$ cat src/design/bracketed_command_line_parser_macros.svh
// Assertion macros for the bracketed command line parser.
// Each macro places one labelled concurrent assertion on the rising clock edge,
// disabled while the active-low reset is asserted.
`ifndef BRACKETED_COMMAND_LINE_PARSER_MACROS_SVH
`define BRACKETED_COMMAND_LINE_PARSER_MACROS_SVH
`ifndef SYNTH
// Same-cycle implication.
`define BCLP_ASSERT_IMP(label, clk, rst_n, ante, cons, msg) \
    label: assert property (@(posedge clk) disable iff (!rst_n) (ante) |-> (cons)) \
        else $error(msg);
// Next-cycle implication.
`define BCLP_ASSERT_NXT(label, clk, rst_n, ante, cons, msg) \
    label: assert property (@(posedge clk) disable iff (!rst_n) (ante) |=> (cons)) \
        else $error(msg);
`else
`define BCLP_ASSERT_IMP(label, clk, rst_n, ante, cons, msg)
`define BCLP_ASSERT_NXT(label, clk, rst_n, ante, cons, msg)
`endif
`endif

$ cat src/design/bclp_pkg.sv
`default_nettype none

package bclp_pkg;

    // Widths of the stream payloads.
    localparam int IN_TDATA_W  = 8;
    localparam int VALUE_W     = 32;
    localparam int ACTION_W    = 3;
    localparam int OUT_FIELD_W = ACTION_W + 2 * VALUE_W;
    localparam int OUT_TDATA_W = ((OUT_FIELD_W + 7) / 8) * 8;
    localparam int OUT_PAD_W   = OUT_TDATA_W - OUT_FIELD_W;

    // Characters of interest.
    localparam logic [7:0] CH_IGNORE = 8'hFF;
    localparam logic [7:0] CH_LT     = 8'h3C;
    localparam logic [7:0] CH_GT     = 8'h3E;
    localparam logic [7:0] CH_CR     = 8'h0D;
    localparam logic [7:0] CH_LF     = 8'h0A;
    localparam logic [7:0] CH_PLUS   = 8'h2B;
    localparam logic [7:0] CH_MINUS  = 8'h2D;

    // Magnitude limits for a 32-bit signed value.
    localparam logic [VALUE_W-1:0] LIMIT_POS = 32'h7FFF_FFFF;
    localparam logic [VALUE_W-1:0] LIMIT_NEG = 32'h8000_0000;

    // Action codes carried on the result stream.
    typedef enum logic [ACTION_W-1:0] {
        ACT_START     = 3'd0,
        ACT_STOP      = 3'd1,
        ACT_QUIT      = 3'd2,
        ACT_BAD_CMD   = 3'd3,
        ACT_BAD_START = 3'd4,
        ACT_BAD_STOP  = 3'd5
    } t_action;

    // Line parser mode, one-hot.
    typedef enum logic [4:0] {
        MODE_IDLE    = 5'b00001,
        MODE_WORD    = 5'b00010,
        MODE_VALUE   = 5'b00100,
        MODE_QUIT    = 5'b01000,
        MODE_INVALID = 5'b10000
    } t_mode;

    // Number extraction phases.
    localparam logic [2:0] PH_FIRST_BLANK   = 3'd0;
    localparam logic [2:0] PH_FIRST_SIGN    = 3'd1;
    localparam logic [2:0] PH_FIRST_DIGITS  = 3'd2;
    localparam logic [2:0] PH_SECOND_BLANK  = 3'd3;
    localparam logic [2:0] PH_SECOND_SIGN   = 3'd4;
    localparam logic [2:0] PH_SECOND_DIGITS = 3'd5;
    localparam logic [2:0] PH_DONE          = 3'd6;
    localparam logic [2:0] PH_FAIL          = 3'd7;

    // Match-flag bit positions.
    localparam int FLAG_START = 0;
    localparam int FLAG_STOP  = 1;
    localparam int FLAG_QUIT  = 2;

    // Number being extracted.
    typedef struct packed {
        logic [2:0]         phase;
        logic               neg;
        logic [VALUE_W-1:0] mag;
    } t_num;

    // Whether byte c matches the command word at position pos.
    function automatic logic start_match(input logic [2:0] pos, input logic [7:0] c);
        logic m;
        case (pos)
            3'd0:    m = (c == "s");
            3'd1:    m = (c == "t");
            3'd2:    m = (c == "a");
            3'd3:    m = (c == "r");
            3'd4:    m = (c == "t");
            default: m = 1'b0;
        endcase
        return m;
    endfunction

    function automatic logic stop_match(input logic [2:0] pos, input logic [7:0] c);
        logic m;
        case (pos)
            3'd0:    m = (c == "s");
            3'd1:    m = (c == "t");
            3'd2:    m = (c == "o");
            3'd3:    m = (c == "p");
            default: m = 1'b0;
        endcase
        return m;
    endfunction

    function automatic logic quit_match(input logic [2:0] pos, input logic [7:0] c);
        logic m;
        case (pos)
            3'd0:    m = (c == "q");
            3'd1:    m = (c == "u");
            3'd2:    m = (c == "i");
            3'd3:    m = (c == "t");
            default: m = 1'b0;
        endcase
        return m;
    endfunction

endpackage

`default_nettype wire

$ cat src/design/bracketed_command_line_parser.sv
// Bracketed command line parser.
// The slave stream (s_axis_*) carries one received byte per transaction. Lines of
// the form "<start> d p", "<stop> d" and "<quit>" ended by CR or LF produce one
// transaction on the master stream (m_axis_*) holding an action code and the
// parsed indices; error lines produce a bad-command or bad-index action, and a
// line end with no pending command produces nothing. Byte 0xFF is dropped.
// A byte accepted is held in the input register and parsed there; a result it
// causes is registered in the result register and presented on m_axis_tvalid.
// Throughput: one byte per cycle while the receiver takes results; the input
// register and the result register are refilled whenever the result register is
// free, and the multiply-by-ten and range compare on the running magnitude are combinational.
// When the receiver stalls with a result pending, the parser holds that result,
// still takes one more byte into its input register if that register is empty,
// and then deasserts s_axis_tready until the result is taken.
// A synchronous active-low reset empties both registers and returns the parser
// to idle with all number state cleared; it keeps running after a quit line.
`default_nettype none

`include "bracketed_command_line_parser_macros.svh"

module bracketed_command_line_parser (
    input  wire                               i_clk,
    input  wire                               i_rst_n,
    input  wire                               s_axis_tvalid,
    output logic                              s_axis_tready,
    // [7:0] rx_byte
    input  wire [bclp_pkg::IN_TDATA_W-1:0]    s_axis_tdata,
    output logic                              m_axis_tvalid,
    input  wire                               m_axis_tready,
    // [2:0] action, [34:3] director_index, [66:35] play_index, [71:67] zero
    output logic [bclp_pkg::OUT_TDATA_W-1:0]  m_axis_tdata
);

    localparam int VW = bclp_pkg::VALUE_W;

    // Input and result registers.
    logic                  r_in_valid;
    logic [7:0]            r_in_byte;
    logic                  r_out_valid;
    bclp_pkg::t_action     r_out_action;
    logic [VW-1:0]         r_out_director;
    logic [VW-1:0]         r_out_play;

    // Parser state.
    bclp_pkg::t_mode       r_mode, n_mode;
    logic [2:0]            r_wlen, n_wlen;
    logic [2:0]            r_flags, n_flags;
    logic                  r_kind_stop, n_kind_stop;
    bclp_pkg::t_num        r_num, n_num;
    logic [VW-1:0]         r_first, n_first;

    // Result of the byte in the input register.
    logic                  w_emit;
    bclp_pkg::t_action     w_action;
    logic [VW-1:0]         w_director;
    logic [VW-1:0]         w_play;

    logic                  w_adv;
    logic                  w_take;
    logic [7:0]            w_c;
    logic                  w_is_eol;
    logic                  w_is_blank;
    logic                  w_is_digit;
    logic                  w_is_sign;
    logic [3:0]            w_digit;
    logic [VW-1:0]         w_signed;
    logic [VW+3:0]         w_acc;
    logic [VW+3:0]         w_lim;

    // Start a number: skip blanks, take a sign or a first digit, else fail.
    function automatic bclp_pkg::t_num num_begin(
        input bclp_pkg::t_num cur,
        input logic           second,
        input logic           blank,
        input logic           sign,
        input logic           minus,
        input logic           digit,
        input logic [3:0]     dval
    );
        bclp_pkg::t_num r;
        r = cur;
        r.phase = second ? bclp_pkg::PH_SECOND_BLANK : bclp_pkg::PH_FIRST_BLANK;
        if (blank) begin
            r.phase = r.phase;
        end else if (sign) begin
            r.neg   = minus;
            r.mag   = '0;
            r.phase = second ? bclp_pkg::PH_SECOND_SIGN : bclp_pkg::PH_FIRST_SIGN;
        end else if (digit) begin
            r.neg   = 1'b0;
            r.mag   = {{(VW-4){1'b0}}, dval};
            r.phase = second ? bclp_pkg::PH_SECOND_DIGITS : bclp_pkg::PH_FIRST_DIGITS;
        end else begin
            r.phase = bclp_pkg::PH_FAIL;
        end
        return r;
    endfunction

    // Handshake: the parser advances whenever the result register is free or its result is being taken.
    assign w_adv         = !r_out_valid || m_axis_tready;
    assign w_take        = r_in_valid && w_adv;
    assign s_axis_tready = !r_in_valid || w_adv;

    // Byte classification.
    assign w_c        = r_in_byte;
    assign w_is_eol   = (w_c == bclp_pkg::CH_CR) || (w_c == bclp_pkg::CH_LF);
    assign w_is_blank = w_c inside {8'h20, 8'h09, 8'h0B, 8'h0C};
    assign w_is_digit = w_c inside {[8'h30:8'h39]};
    assign w_is_sign  = (w_c == bclp_pkg::CH_PLUS) || (w_c == bclp_pkg::CH_MINUS);
    assign w_digit    = w_c[3:0];

    // Running value arithmetic: magnitude times ten plus digit, and the sign.
    assign w_acc    = {1'b0, r_num.mag, 3'b000} + {3'b000, r_num.mag, 1'b0}
                    + {{VW{1'b0}}, w_digit};
    assign w_lim    = {4'b0000, r_num.neg ? bclp_pkg::LIMIT_NEG : bclp_pkg::LIMIT_POS};
    assign w_signed = r_num.neg ? (VW'(0) - r_num.mag) : r_num.mag;

    // Next-state and result logic for the byte in the input register.
    always_comb begin
        n_mode      = r_mode;
        n_wlen      = r_wlen;
        n_flags     = r_flags;
        n_kind_stop = r_kind_stop;
        n_num       = r_num;
        n_first     = r_first;
        w_emit      = 1'b0;
        w_action    = bclp_pkg::ACT_BAD_CMD;
        w_director  = '0;
        w_play      = '0;

        if (w_c == bclp_pkg::CH_IGNORE) begin
            n_mode = r_mode;
        end else if (w_c == bclp_pkg::CH_LT && r_mode == bclp_pkg::MODE_IDLE) begin
            n_mode  = bclp_pkg::MODE_WORD;
            n_wlen  = '0;
            n_flags = 3'b111;
        end else if (w_c == bclp_pkg::CH_GT && r_mode == bclp_pkg::MODE_WORD) begin
            // Close the command word.
            if (r_flags[bclp_pkg::FLAG_START] && r_wlen == 3'd5) begin
                n_kind_stop = 1'b0;
                n_mode      = bclp_pkg::MODE_VALUE;
            end else if (r_flags[bclp_pkg::FLAG_STOP] && r_wlen == 3'd4) begin
                n_kind_stop = 1'b1;
                n_mode      = bclp_pkg::MODE_VALUE;
            end else if (r_flags[bclp_pkg::FLAG_QUIT] && r_wlen == 3'd4) begin
                n_mode = bclp_pkg::MODE_QUIT;
            end else begin
                n_mode = bclp_pkg::MODE_INVALID;
            end
            n_num.phase = bclp_pkg::PH_FIRST_BLANK;
            n_num.neg   = 1'b0;
            n_num.mag   = '0;
        end else if (w_is_eol) begin
            // Line end: report the command, if any, and go idle.
            n_mode = bclp_pkg::MODE_IDLE;
            case (r_mode)
                bclp_pkg::MODE_QUIT: begin
                    w_emit   = 1'b1;
                    w_action = bclp_pkg::ACT_QUIT;
                end
                bclp_pkg::MODE_WORD, bclp_pkg::MODE_INVALID: begin
                    w_emit   = 1'b1;
                    w_action = bclp_pkg::ACT_BAD_CMD;
                end
                bclp_pkg::MODE_VALUE: begin
                    w_emit = 1'b1;
                    if (r_kind_stop) begin
                        if (r_num.phase == bclp_pkg::PH_FIRST_DIGITS) begin
                            w_action   = bclp_pkg::ACT_STOP;
                            w_director = w_signed;
                        end else if (r_num.phase == bclp_pkg::PH_DONE) begin
                            w_action   = bclp_pkg::ACT_STOP;
                            w_director = r_first;
                        end else begin
                            w_action = bclp_pkg::ACT_BAD_STOP;
                        end
                    end else begin
                        if (r_num.phase == bclp_pkg::PH_SECOND_DIGITS
                            || r_num.phase == bclp_pkg::PH_DONE) begin
                            w_action   = bclp_pkg::ACT_START;
                            w_director = r_first;
                            w_play     = w_signed;
                        end else begin
                            w_action = bclp_pkg::ACT_BAD_START;
                        end
                    end
                end
                default: begin
                    w_emit = 1'b0;
                end
            endcase
        end else if (r_mode == bclp_pkg::MODE_WORD) begin
            // Track which command words are still a match.
            if (!bclp_pkg::start_match(r_wlen, w_c)) n_flags[bclp_pkg::FLAG_START] = 1'b0;
            if (!bclp_pkg::stop_match(r_wlen, w_c))  n_flags[bclp_pkg::FLAG_STOP]  = 1'b0;
            if (!bclp_pkg::quit_match(r_wlen, w_c))  n_flags[bclp_pkg::FLAG_QUIT]  = 1'b0;
            if (r_wlen != 3'd7) n_wlen = r_wlen + 3'd1;
        end else if (r_mode == bclp_pkg::MODE_VALUE) begin
            // Extract the decimal values.
            if (r_num.phase == bclp_pkg::PH_FIRST_BLANK
                || r_num.phase == bclp_pkg::PH_SECOND_BLANK) begin
                n_num = num_begin(r_num, r_num.phase == bclp_pkg::PH_SECOND_BLANK,
                                  w_is_blank, w_is_sign, w_c == bclp_pkg::CH_MINUS,
                                  w_is_digit, w_digit);
            end else if (r_num.phase == bclp_pkg::PH_FIRST_SIGN
                         || r_num.phase == bclp_pkg::PH_SECOND_SIGN) begin
                if (w_is_digit) begin
                    n_num.mag   = {{(VW-4){1'b0}}, w_digit};
                    n_num.phase = (r_num.phase == bclp_pkg::PH_SECOND_SIGN)
                                ? bclp_pkg::PH_SECOND_DIGITS : bclp_pkg::PH_FIRST_DIGITS;
                end else begin
                    n_num.phase = bclp_pkg::PH_FAIL;
                end
            end else if (r_num.phase == bclp_pkg::PH_FIRST_DIGITS
                         || r_num.phase == bclp_pkg::PH_SECOND_DIGITS) begin
                if (w_is_digit) begin
                    if (w_acc > w_lim) begin
                        n_num.phase = bclp_pkg::PH_FAIL;
                    end else begin
                        n_num.mag = w_acc[VW-1:0];
                    end
                end else if (r_num.phase == bclp_pkg::PH_FIRST_DIGITS) begin
                    // First number ends; for start this byte begins the second.
                    n_first = w_signed;
                    if (r_kind_stop) begin
                        n_num.phase = bclp_pkg::PH_DONE;
                    end else begin
                        n_num = num_begin(r_num, 1'b1, w_is_blank, w_is_sign,
                                          w_c == bclp_pkg::CH_MINUS, w_is_digit, w_digit);
                    end
                end else begin
                    n_num.phase = bclp_pkg::PH_DONE;
                end
            end
        end else begin
            n_mode = bclp_pkg::MODE_INVALID;
        end
    end

    // Control and parser state registers.
    always_ff @(posedge i_clk) begin
        if (!i_rst_n) begin
            r_in_valid  <= 1'b0;
            r_out_valid <= 1'b0;
            r_mode      <= bclp_pkg::MODE_IDLE;
            r_wlen      <= '0;
            r_flags     <= '0;
            r_kind_stop <= 1'b0;
            r_num       <= '0;
            r_first     <= '0;
        end else begin
            if (s_axis_tready) begin
                r_in_valid <= s_axis_tvalid;
            end
            if (w_adv) begin
                r_out_valid <= r_in_valid && w_emit;
            end
            if (w_take) begin
                r_mode      <= n_mode;
                r_wlen      <= n_wlen;
                r_flags     <= n_flags;
                r_kind_stop <= n_kind_stop;
                r_num       <= n_num;
                r_first     <= n_first;
            end
        end
    end

    // Payload registers.
    always_ff @(posedge i_clk) begin
        if (s_axis_tready && s_axis_tvalid) begin
            r_in_byte <= s_axis_tdata;
        end
        if (w_take) begin
            r_out_action   <= w_action;
            r_out_director <= w_director;
            r_out_play     <= w_play;
        end
    end

    assign m_axis_tvalid = r_out_valid;
    assign m_axis_tdata  = {{bclp_pkg::OUT_PAD_W{1'b0}}, r_out_play, r_out_director,
                            r_out_action};

    // Checks on the parser's own logic.
    `BCLP_ASSERT_IMP(a_action_range, i_clk, i_rst_n, r_out_valid,
        r_out_action == bclp_pkg::ACT_START || r_out_action == bclp_pkg::ACT_STOP
        || r_out_action == bclp_pkg::ACT_QUIT || r_out_action == bclp_pkg::ACT_BAD_CMD
        || r_out_action == bclp_pkg::ACT_BAD_START || r_out_action == bclp_pkg::ACT_BAD_STOP,
        "result action code out of range")
    `BCLP_ASSERT_IMP(a_error_zero, i_clk, i_rst_n,
        r_out_valid && (r_out_action == bclp_pkg::ACT_QUIT
        || r_out_action == bclp_pkg::ACT_BAD_CMD || r_out_action == bclp_pkg::ACT_BAD_START
        || r_out_action == bclp_pkg::ACT_BAD_STOP),
        r_out_director == '0 && r_out_play == '0,
        "quit or error result carries non-zero indices")
    `BCLP_ASSERT_IMP(a_stop_no_play, i_clk, i_rst_n,
        r_out_valid && r_out_action == bclp_pkg::ACT_STOP, r_out_play == '0,
        "stop result carries a play index")
    `BCLP_ASSERT_NXT(a_eol_idle, i_clk, i_rst_n, w_take && w_is_eol,
        r_mode == bclp_pkg::MODE_IDLE, "line end did not return parser to idle")
    `BCLP_ASSERT_NXT(a_result_source, i_clk, i_rst_n, w_adv && !(w_take && w_emit),
        !r_out_valid, "result presented without an emitting byte")

endmodule

`default_nettype wire
$ cat config.mk
export PLATFORM = sky130hd
export DESIGN_NAME = bracketed_command_line_parser
export DESIGN_NICKNAME = d
export VERILOG_FILES = /design/src/design/bclp_pkg.sv /design/src/design/bracketed_command_line_parser.sv
export VERILOG_INCLUDE_DIRS = /design/src /design/src/design
export SDC_FILE = /design/constraint.sdc
export NUM_CORES = 1
export LEC_CHECK = 0
export BUFFER_PORTS_ARGS = -buffer_cell sky130_fd_sc_hd__buf_2
export CAP_MARGIN = 0
export CORE_MARGIN = 2
export CORE_UTILIZATION = 53
export DETAILED_ROUTE_END_ITERATION = 10
export PLACE_DENSITY = 0.72
export REMOVE_ABC_BUFFERS = 1
export SYNTH_ARGS = -nofsm -noshare
export SYNTH_HDL_FRONTEND = slang
export SYNTH_SLANG_ARGS = --single-unit
$ cat constraint.sdc
create_clock -name i_clk -period 8.17 [get_ports i_clk]
set_input_delay 1.2255 -clock i_clk [delete_from_list [all_inputs] [get_ports i_clk]]
set_output_delay 1.2255 -clock i_clk [all_outputs]
set_load 0.05 [all_outputs]
==> reports/metrics.cfg, run 1 <==
[power_and_ir_drop]
totalPowerFinal_w=0.00170
powerDensity_nw_per_um2=147
p_leak_nw=5.46
ir_worst_vdd_v=0.000144

[floorplan]
die_height_um=144
dieArea_sq_um=20800
io_pins=86
rows=51
fp.coreArea_sq_um=19400
start_util_pct=53.8
dieWidth_um=144

[clock_network]
clock_latency_ps=440
cts_tree=done
cts_max_path_buffers=2
ctsHtreeMaxLevel=4
cts_hold_buf=0
clk_pin_slew_ps=70
postCtsSetupRepairBufs=0
cts_resized=0
cts_root_buf=clkbuf_16
cts.sinks=157
cts_buffers=17

[logic_synthesis]
synth-async-reset-ratio_pct=0
syn_inst=1185
ys_types=76
synth_edf_count=75
syn_area_sq_um=10400
synth_ff_type=dfxtp_1
ys_ff_latch=157
yosysSeqAreaShare_pct=37.3
yosysWarnings=0
syn_area_per_cell_sq_um=8.80

[finish]
final_cell_mix=140 x nand2_1, 131 x nor2_1, 102 x ha_1
diodes=0
utilization_pct=59.5
layout_commonest_cell=nand2_1
num-fill-cells=1706
multiInputGateArea_sq_um=6100
final_nets=1342
syn_to_final_growth_pct=10.7
layout.cells.non_filler=1504
ff_latch_area_sq_um=3890
drive_above_1_share_pct=11.5

[timing]
tns_ps=0
finClkSkew_ps=13.1
min_period_over_period_pct=82.9
setup_violations=0
drv_slew=0
hold_viol_final=0
rsz0062_at_grt=no
maxSlewHeadroom_pct=17.8
fmax_ghz=0.148
tightest_slew_ps=1230
min_period_ps=6770

[routing]
detail-route-antenna-nets=0
drt_wl_total_um=24200
vias=8764
first_pass_iters=5
drt-initial-drc-count=880
post_drt_wl_per_cell_um=16.1
via_per_inst=5.83
drc=0

[global_routing]
grt_max_degree=89
grt_pass1_wl_um=39600
grt-ovfl-total=0
grt_pass1_vias=7968
antenna_found_initial=0
grt_usage_pct=23.8

[setup_path]
cp-end-kind=flop
start_kind=flop
worst_ep_required_time_ps=8490
worst_ep_arrival_time_ps=7090
crit_fanout=28
worst-setup-path-type=reg2reg
reg2reg_slack_ps=1400

[place]
port_buffers=80
place_hpwl_um=17500
gp_congestion=0.935
dp_cells=1472

[status]
outcome=complete, no violations

[job]
cap_violations=0

[hold_path]
min_path_type=reg2reg

## power by group
part           switching, W  internal [W]  leakage, nW  total (W)
clock              0.000354      0.000462        0.285   0.000816
sequential       0.00000945      0.000826         1.52   0.000836
combinational     0.0000340     0.0000149         3.66  0.0000489
## stage by stage
stage	hold WS, ps	setup slack, ps	instance area [sq um]
floorplan	458	-2280	10100
global placement	472	1700	10900
detailed placement	482	1550	10900
CTS	494	1450	11500
global route	514	911	11500
finish	493	1400	11500
## sequential cells by signal (all words and copies together) (netlist names)
register and count:
r_kind_stop 1, r_out_play 32, r_flags 3, r_out_action 3, r_num 36, r_out_director 32, r_in_valid 1, r_in_byte 8
r_wlen 3, m_axis_tvalid 1, r_mode 5, r_first 32
## critical path: stages, from the launching register on
cell and delay (ps):
edfxtp_1 610, fa_1 610, fa_1 490, a21oi_1 230, o22ai_1 190, a21oi_2 260
a21boi_0 170, o311a_1 440, a21o_1 230, a21o_1 200, xnor2_1 200, inv_1 80
ha_1 300, nand2_1 80, nor2_1 50, a211oi_1 210, o211ai_1 130, nor4_1 390
o211ai_2 140, a211oi_2 460, nand4_2 750, o22ai_1 450
## worst paths after layout
check,from,end,depth (start not counted)
min,r_flags[1]$_SDFFE_PN0P_,r_flags[1]$_SDFFE_PN0P_,2
max reg2reg,r_in_byte[3]$_DFFE_PP_,r_num[22]$_SDFFE_PN0P_,21
max,r_in_byte[3]$_DFFE_PP_,r_num[22]$_SDFFE_PN0P_,21
min reg2reg,r_flags[1]$_SDFFE_PN0P_,r_flags[1]$_SDFFE_PN0P_,2
## final cells by class
cell class | instances | area share [%]
clock inverters | 14 | 1.51
inverters | 45 | 1.46
well taps | 265 | 2.87
flip-flops and latches | 157 | 33.7
multi-input cells | 918 | 52.8
repair buffers | 87 | 3.92
clock buffers | 18 | 3.72
## cell usage after synthesis (all sizes together) (6+ instances only)
| cell | instances | area [sq um] |
|---|---|---|
| nand2 | 140 | 526 |
| nor2 | 131 | 492 |
| ha | 102 | 1280 |
| a21oi | 93 | 473 |
| dfxtp | 82 | 1640 |
| edfxtp | 75 | 2250 |
| o21ai | 59 | 295 |
| clkbuf | 56 | 210 |
| inv | 45 | 169 |
| xor2 | 37 | 324 |
| o211a | 29 | 290 |
| o22ai | 29 | 181 |
| nor2b | 27 | 169 |
| xnor2 | 23 | 201 |
| nand3 | 21 | 105 |
| mux2i | 16 | 160 |
| nor3 | 16 | 80.1 |
| buf | 13 | 87.6 |
| nor4 | 13 | 87.6 |
| a21o | 12 | 90.1 |
| nand4 | 12 | 81.3 |
| a21boi | 10 | 75.1 |
| nand2b | 10 | 62.6 |
| o31ai | 10 | 80.1 |
| a211oi | 9 | 77.6 |
| and3 | 9 | 56.3 |
| or4 | 8 | 63.8 |
| a22oi | 7 | 52.6 |
| or2 | 7 | 43.8 |
| or3 | 7 | 43.8 |
| o211ai | 6 | 50.1 |
| o21a | 6 | 45.0 |
| o21bai | 6 | 45.0 |
| o41ai | 6 | 60.1 |
## per-layer routing
metal / vias up / wire length, um / track usage (%)
li1: 4393 / - / -
met1: 4023 / 11700 / 34.9
met2: 319 / 10600 / 36.2
met3: 29 / 1560 / 4.11
met4: 0 / 313 / 6.39
met5: - / 0 / 0
## cell families (layout without fill, tap and decap cells)
group | Yosys count | after routing | synth area share [%]
and+or+nand+nor | 417 | 417 | 18.6
buffers and inverters | 114 | 164 | 4.48
AOI/OAI and AO/OA | 316 | 316 | 20.3
adders and majority gates | 104 | 104 | 12.6
xor gates and xnor gates | 60 | 60 | 5.04
other | 1 | 5 | 0.0360
muxes | 16 | 16 | 1.54
DFF | 157 | 157 | 37.3
Note: power is estimated with default switching activity, not from simulation.
==> inputs of run 2 (changes only) <==
Clock period 8.17 ns to 6.8 ns, I/O delays scaled along.
==> reports/metrics.cfg, run 2 (synthesis gave the netlist of run 1 again) <==
[status]
outcome=complete, no violations

[clock_network]
cts_hold_buf=0
cts_root_buf=clkbuf_16
clk_pin_slew_ps=70
cts_resized=0
ctsHtreeMaxLevel=4
clock_latency_ps=440
cts_tree=done
cts_max_path_buffers=2
postCtsSetupRepairBufs=0
cts.sinks=157
cts_buffers=17

[timing]
fmax_ghz=0.161
setup_violations=0
drv_slew=0
rsz0062_at_grt=no
min_period_ps=6200
min_period_over_period_pct=91.2
finClkSkew_ps=9.54
hold_viol_final=0
tightest_slew_ps=1270
maxSlewHeadroom_pct=15.4

[setup_path]
cp-end-kind=flop
crit_fanout=18
start_kind=flop
worst-setup-path-type=reg2reg
critPathMaxStageDelay_ps=530
worst_ep_required_time_ps=7150
cp_cell_sequence=fa_1 > fa_1 > a21oi_1 > o22ai_1 > a21oi_2 > a21boi_0 > o311a_1 > a21o_1 > a41oi_1 > xor2_1 > inv_1 > ha_1 > nand4_1 > nor2_1 > a21oi_1 > o211ai_1 > nor4_1 > o211ai_2 > a211oi_2 > nand4_2 > buf_4 > o22ai_1
critPathSlowestCell=fa_1
worst_ep_arrival_time_ps=6550

[place]
port_buffers=80
place_hpwl_um=17900
gp_congestion=0.953

[finish]
syn_to_final_growth_pct=10.9
final_cell_mix=140 x nand2_1, 131 x nor2_1, 102 x ha_1
final_nets=1347
top_register=r_num
drive_above_1_share_pct=11.9
num-fill-cells=1732
utilization_pct=59.6
layout_commonest_cell=nand2_1
diodes=0
largest_reg_flops=36

[power_and_ir_drop]
ir_worst_vdd_v=0.000173
seqPwrFrac_pct=49.5
switchingPower_w=0.000503
internal_power_w=0.00151
pwr-share-clk_pct=47.1
powerDensity_nw_per_um2=174
p_leak_nw=5.48
totalPowerFinal_w=0.00202
p_comb_share_pct=3.4
switching_share_pct=25.0

[routing]
drt_wl_total_um=24800
via_per_inst=5.82
drt-initial-drc-count=800
detail-route-antenna-nets=0
vias=8781
first_pass_iters=5
post_drt_wl_per_cell_um=16.4
drc=0

[global_routing]
grt_usage_pct=24.7
grt-ovfl-total=0
antenna_found_initial=0
grt_pass1_wl_um=41100
grt_max_degree=89
grt_pass1_vias=7998

[hold_path]
min_path_type=reg2reg

[floorplan]
io_pins=86
rows=51
dieArea_sq_um=20800
fp.coreArea_sq_um=19400
die_height_um=144
start_util_pct=53.8
dieWidth_um=144

[job]
cap_violations=0

==> run 2: changes by cell type in the layout (fill, tap and decap cells not counted), sizes merged <==
cell	change
bufinv	-2
inv	+2
buf	+5
==> run 2: area by class of cell <==
cell class | count | area [sq um] | share of cell area (%)
multi-input cells | 918 | 6100 | 52.7
flip-flops and latches | 157 | 3890 | 33.7
repair buffers | 92 | 490 | 4.24
clock buffers | 18 | 439 | 3.80
well taps | 265 | 332 | 2.87
inverters | 45 | 169 | 1.46
clock inverters | 14 | 146 | 1.27
==> run 2: metrics by stage <==
stage          hold WS (ps)  area [sq um]  instances  TNS [ps]  setup WS, ps
6_report                491         11600       1509         0           600
5_1_grt                 513         11600       1509         0          55.6
4_1_cts                 493         11600       1509         0           644
3_5_place_dp            484         11000       1477         0           633
3_3_place_gp            470         11000       1477         0           799
2_1_floorplan           458         10100       1120   -107400         -3440
==> run 2: critical path, delay by kind of cell (launching register included) <==
family | cells | cell delay (ps)
xor+xnor | 1 | 220
fa+ha+maj | 3 | 1270
compound gates | 12 | 2670
flops | 1 | 520
buf+inv | 2 | 450
simple gates | 4 | 990
==> run 2: power by group through the flow <==
stage / logic, W / clock network, W / registers [W]
4_1_cts: 0.0000673 / 0.000956 / 0.000998
6_report: 0.0000679 / 0.000949 / 0.000998
3_5_place_dp: 0.0000672 / 0 / 0.00102
2_1_floorplan: 0.0000369 / 0 / 0.00102
3_3_place_gp: 0.0000671 / 0 / 0.00102
5_1_grt: 0.0000750 / 0.000994 / 0.000999
==> run 2: path summary, 6_finish.rpt <==
path / from / endpoint / slack, ps / depth (start not counted)
worst min-delay path: r_flags[1]$_SDFFE_PN0P_ / r_flags[1]$_SDFFE_PN0P_ / 490 / 2
worst max-delay path: r_num[2]$_SDFFE_PN0P_ / r_num[20]$_SDFFE_PN0P_ / 600 / 22
worst min register to register: r_flags[1]$_SDFFE_PN0P_ / r_flags[1]$_SDFFE_PN0P_ / 490 / 2
worst max register to register: r_num[2]$_SDFFE_PN0P_ / r_num[20]$_SDFFE_PN0P_ / 600 / 22
==> run 2: routing by layer <==
layer | global-route usage [%] | part of all wire [%]
met1 | 35.9 | 48
met2 | 38.3 | 44
met3 | 3.91 | 5.9
met4 | 6.80 | 1.7
met5 | 0 | 0
==> inputs of run 3 (changes only) <==
Settings changed: CORE_MARGIN 2 to 5, SKIP_LAST_GASP from default to 1.
Clock period 6.8 ns to 7.4 ns, I/O delays scaled along.
==> reports/metrics.cfg, run 3 (synthesis gave the netlist of run 1 again) <==
[finish]
syn_to_final_growth_pct=10.7
drive_above_1_share_pct=11.6
ff_latch_area_sq_um=3890
diodes=0
multiInputGateArea_sq_um=6100
largest_reg_flops=36
top_register=r_num
utilization_pct=59.5
num-fill-cells=1761
layout_commonest_cell=nand2_1
final_cell_mix=140 x nand2_1, 131 x nor2_1, 102 x ha_1
final_nets=1343
stdcell_area_sq_um=11500

[setup_path]
critPathMaxStageDelay_ps=600
ff2ff_path_depth=21
cp-endpoint=r_num[1]$_SDFFE_PN0P_
worst-setup-path-type=reg2reg
critPathTopFamily=compound AO/OA/AOI/OAI gates
cp_cell_sequence=fa_1 > fa_1 > a21oi_1 > o22ai_1 > a21oi_2 > a21boi_0 > o311a_1 > a21o_1 > a211oi_1 > xor2_1 > inv_1 > ha_1 > nor2b_1 > o21ai_0 > o211ai_1 > nor4_1 > o211ai_2 > a211oi_2 > a31o_1 > buf_4 > mux2i_1
cp-end-kind=flop
r2r_start=r_in_byte[3]$_DFFE_PP_
critPathLaunch=r_in_byte[3]$_DFFE_PP_
critPathSlowestCell=edfxtp_1
rr_endpoint=r_num[1]$_SDFFE_PN0P_
crit_buf_inv=2
crit_top_cell=fa_1
worst_ep_arrival_time_ps=6640
reg2reg_slack_ps=1120
crit_fanout=32
crit_cells=21
start_kind=flop
worst_ep_required_time_ps=7760

[clock_network]
postCtsSetupRepairBufs=0
cts_buffers=17
clock_latency_ps=430
cts_resized=0
cts_hold_buf=0
cts_tree=done
clk_pin_slew_ps=70
cts_root_buf=clkbuf_16
ctsHtreeMaxLevel=4
cts_max_path_buffers=2
cts.sinks=157

[power_and_ir_drop]
powerDensity_nw_per_um2=160
pwr-share-clk_pct=47.0
internal_power_w=0.00141
seqPwrFrac_pct=50.1
ir_worst_vdd_v=0.000151
totalPowerFinal_w=0.00184
p_leak_nw=5.47
p_comb_share_pct=2.9
switchingPower_w=0.000429
switching_share_pct=23.3

[floorplan]
io_pins=86
rows=51
fp.coreArea_sq_um=19400
start_util_pct=53.8
dieArea_sq_um=22600
dieWidth_um=150
die_height_um=150

[timing]
min_period_over_period_pct=84.9
rsz0062_at_grt=no
setup_violations=0
tightest_slew_ps=1240
min_period_ps=6280
fmax_ghz=0.159
maxSlewHeadroom_pct=17.5
finClkSkew_ps=11.3
holdWs_ps=494
drv_slew=0
hold_viol_final=0

[routing]
drt_wl_total_um=24300
post_drt_wl_per_cell_um=16.1
dr.max_layer_used=met4
vias=8738
drc=0
drt-met1-wl_um=11800
detail-route-antenna-nets=0
dr_wl_met3_um=1760
drt-initial-drc-count=716
met2_length_um=10500
via_per_inst=5.81
first_pass_iters=7

[global_routing]
grt-ovfl-total=0
grt_max_degree=88
antenna_found_initial=0
grt_pass1_vias=8043
grt_pass1_wl_um=40200
grt_usage_pct=21.9

[hold_path]
min_path_cells=2
min_path_type=reg2reg

[job]
cap_violations=0

[place]
place_hpwl_um=17800
port_buffers=80
gp_congestion=0.897
placement.cell_area_sq_um=11000

[status]
outcome=complete, no violations

## run 3: changes by cell type in the layout (fill, tap and decap cells not counted)
cell        delta
bufinv_16      +1
clkinv_2       +1
inv_6          +2
clkinv_4       +2
buf_4          -4
clkinvlp_4     -1
inv_8          -5
## run 3: layout make-up
cell class                 instances  share of cell area, %
clock buffer                      18                   3.80
tap                              265                   2.87
multi-input combinational        918                   52.8
timing repair buffer              88                   3.99
clock inverter                    14                   1.32
sequential                       157                   33.7
inverter                          45                   1.46
## run 3: worst min-delay path, stage by stage (launching register included)
cell      delay (ps)
dfxtp_1          310
o21ai_0           60
a21boi_0          70
## run 3: worst min-delay path by stage
stage	startpoint	endpoint	slack, ps
6_report	r_flags[0]$_SDFFE_PN0P_	r_flags[0]$_SDFFE_PN0P_	490
4_1_cts	r_flags[0]$_SDFFE_PN0P_	r_flags[0]$_SDFFE_PN0P_	500
5_1_grt	r_first[11]$_SDFFE_PN0P_	r_first[11]$_SDFFE_PN0P_	520
3_5_place_dp	r_first[11]$_SDFFE_PN0P_	r_first[11]$_SDFFE_PN0P_	490
2_1_floorplan	r_flags[0]$_SDFFE_PN0P_	r_flags[0]$_SDFFE_PN0P_	460
3_3_place_gp	r_flags[0]$_SDFFE_PN0P_	r_flags[0]$_SDFFE_PN0P_	470
## run 3: per-stage QoR
step	cells	worst slack [ps]	setup TNS, ps
after global routing	1505	719	0
after global placement	1473	1340	0
after detailed placement	1473	1170	0
after CTS	1505	1120	0
final	1505	1120	0
after floorplan	1120	-2930	-91080
## run 3: power by group through the flow
stage / logic (W) / registers (W) / clock network [W]
5_1_grt: 0.0000604 / 0.000923 / 0.000919
6_report: 0.0000543 / 0.000923 / 0.000865
2_1_floorplan: 0.0000339 / 0.000940 / 0
3_5_place_dp: 0.0000541 / 0.000941 / 0
4_1_cts: 0.0000543 / 0.000922 / 0.000879
3_3_place_gp: 0.0000535 / 0.000941 / 0
## run 3: metal layers
metal | up-vias | global-route usage, %
li1 | 4386 | -
met1 | 4006 | 32.2
met2 | 310 | 33.4
met3 | 36 | 4.00
met4 | 0 | 5.49
met5 | - | 0
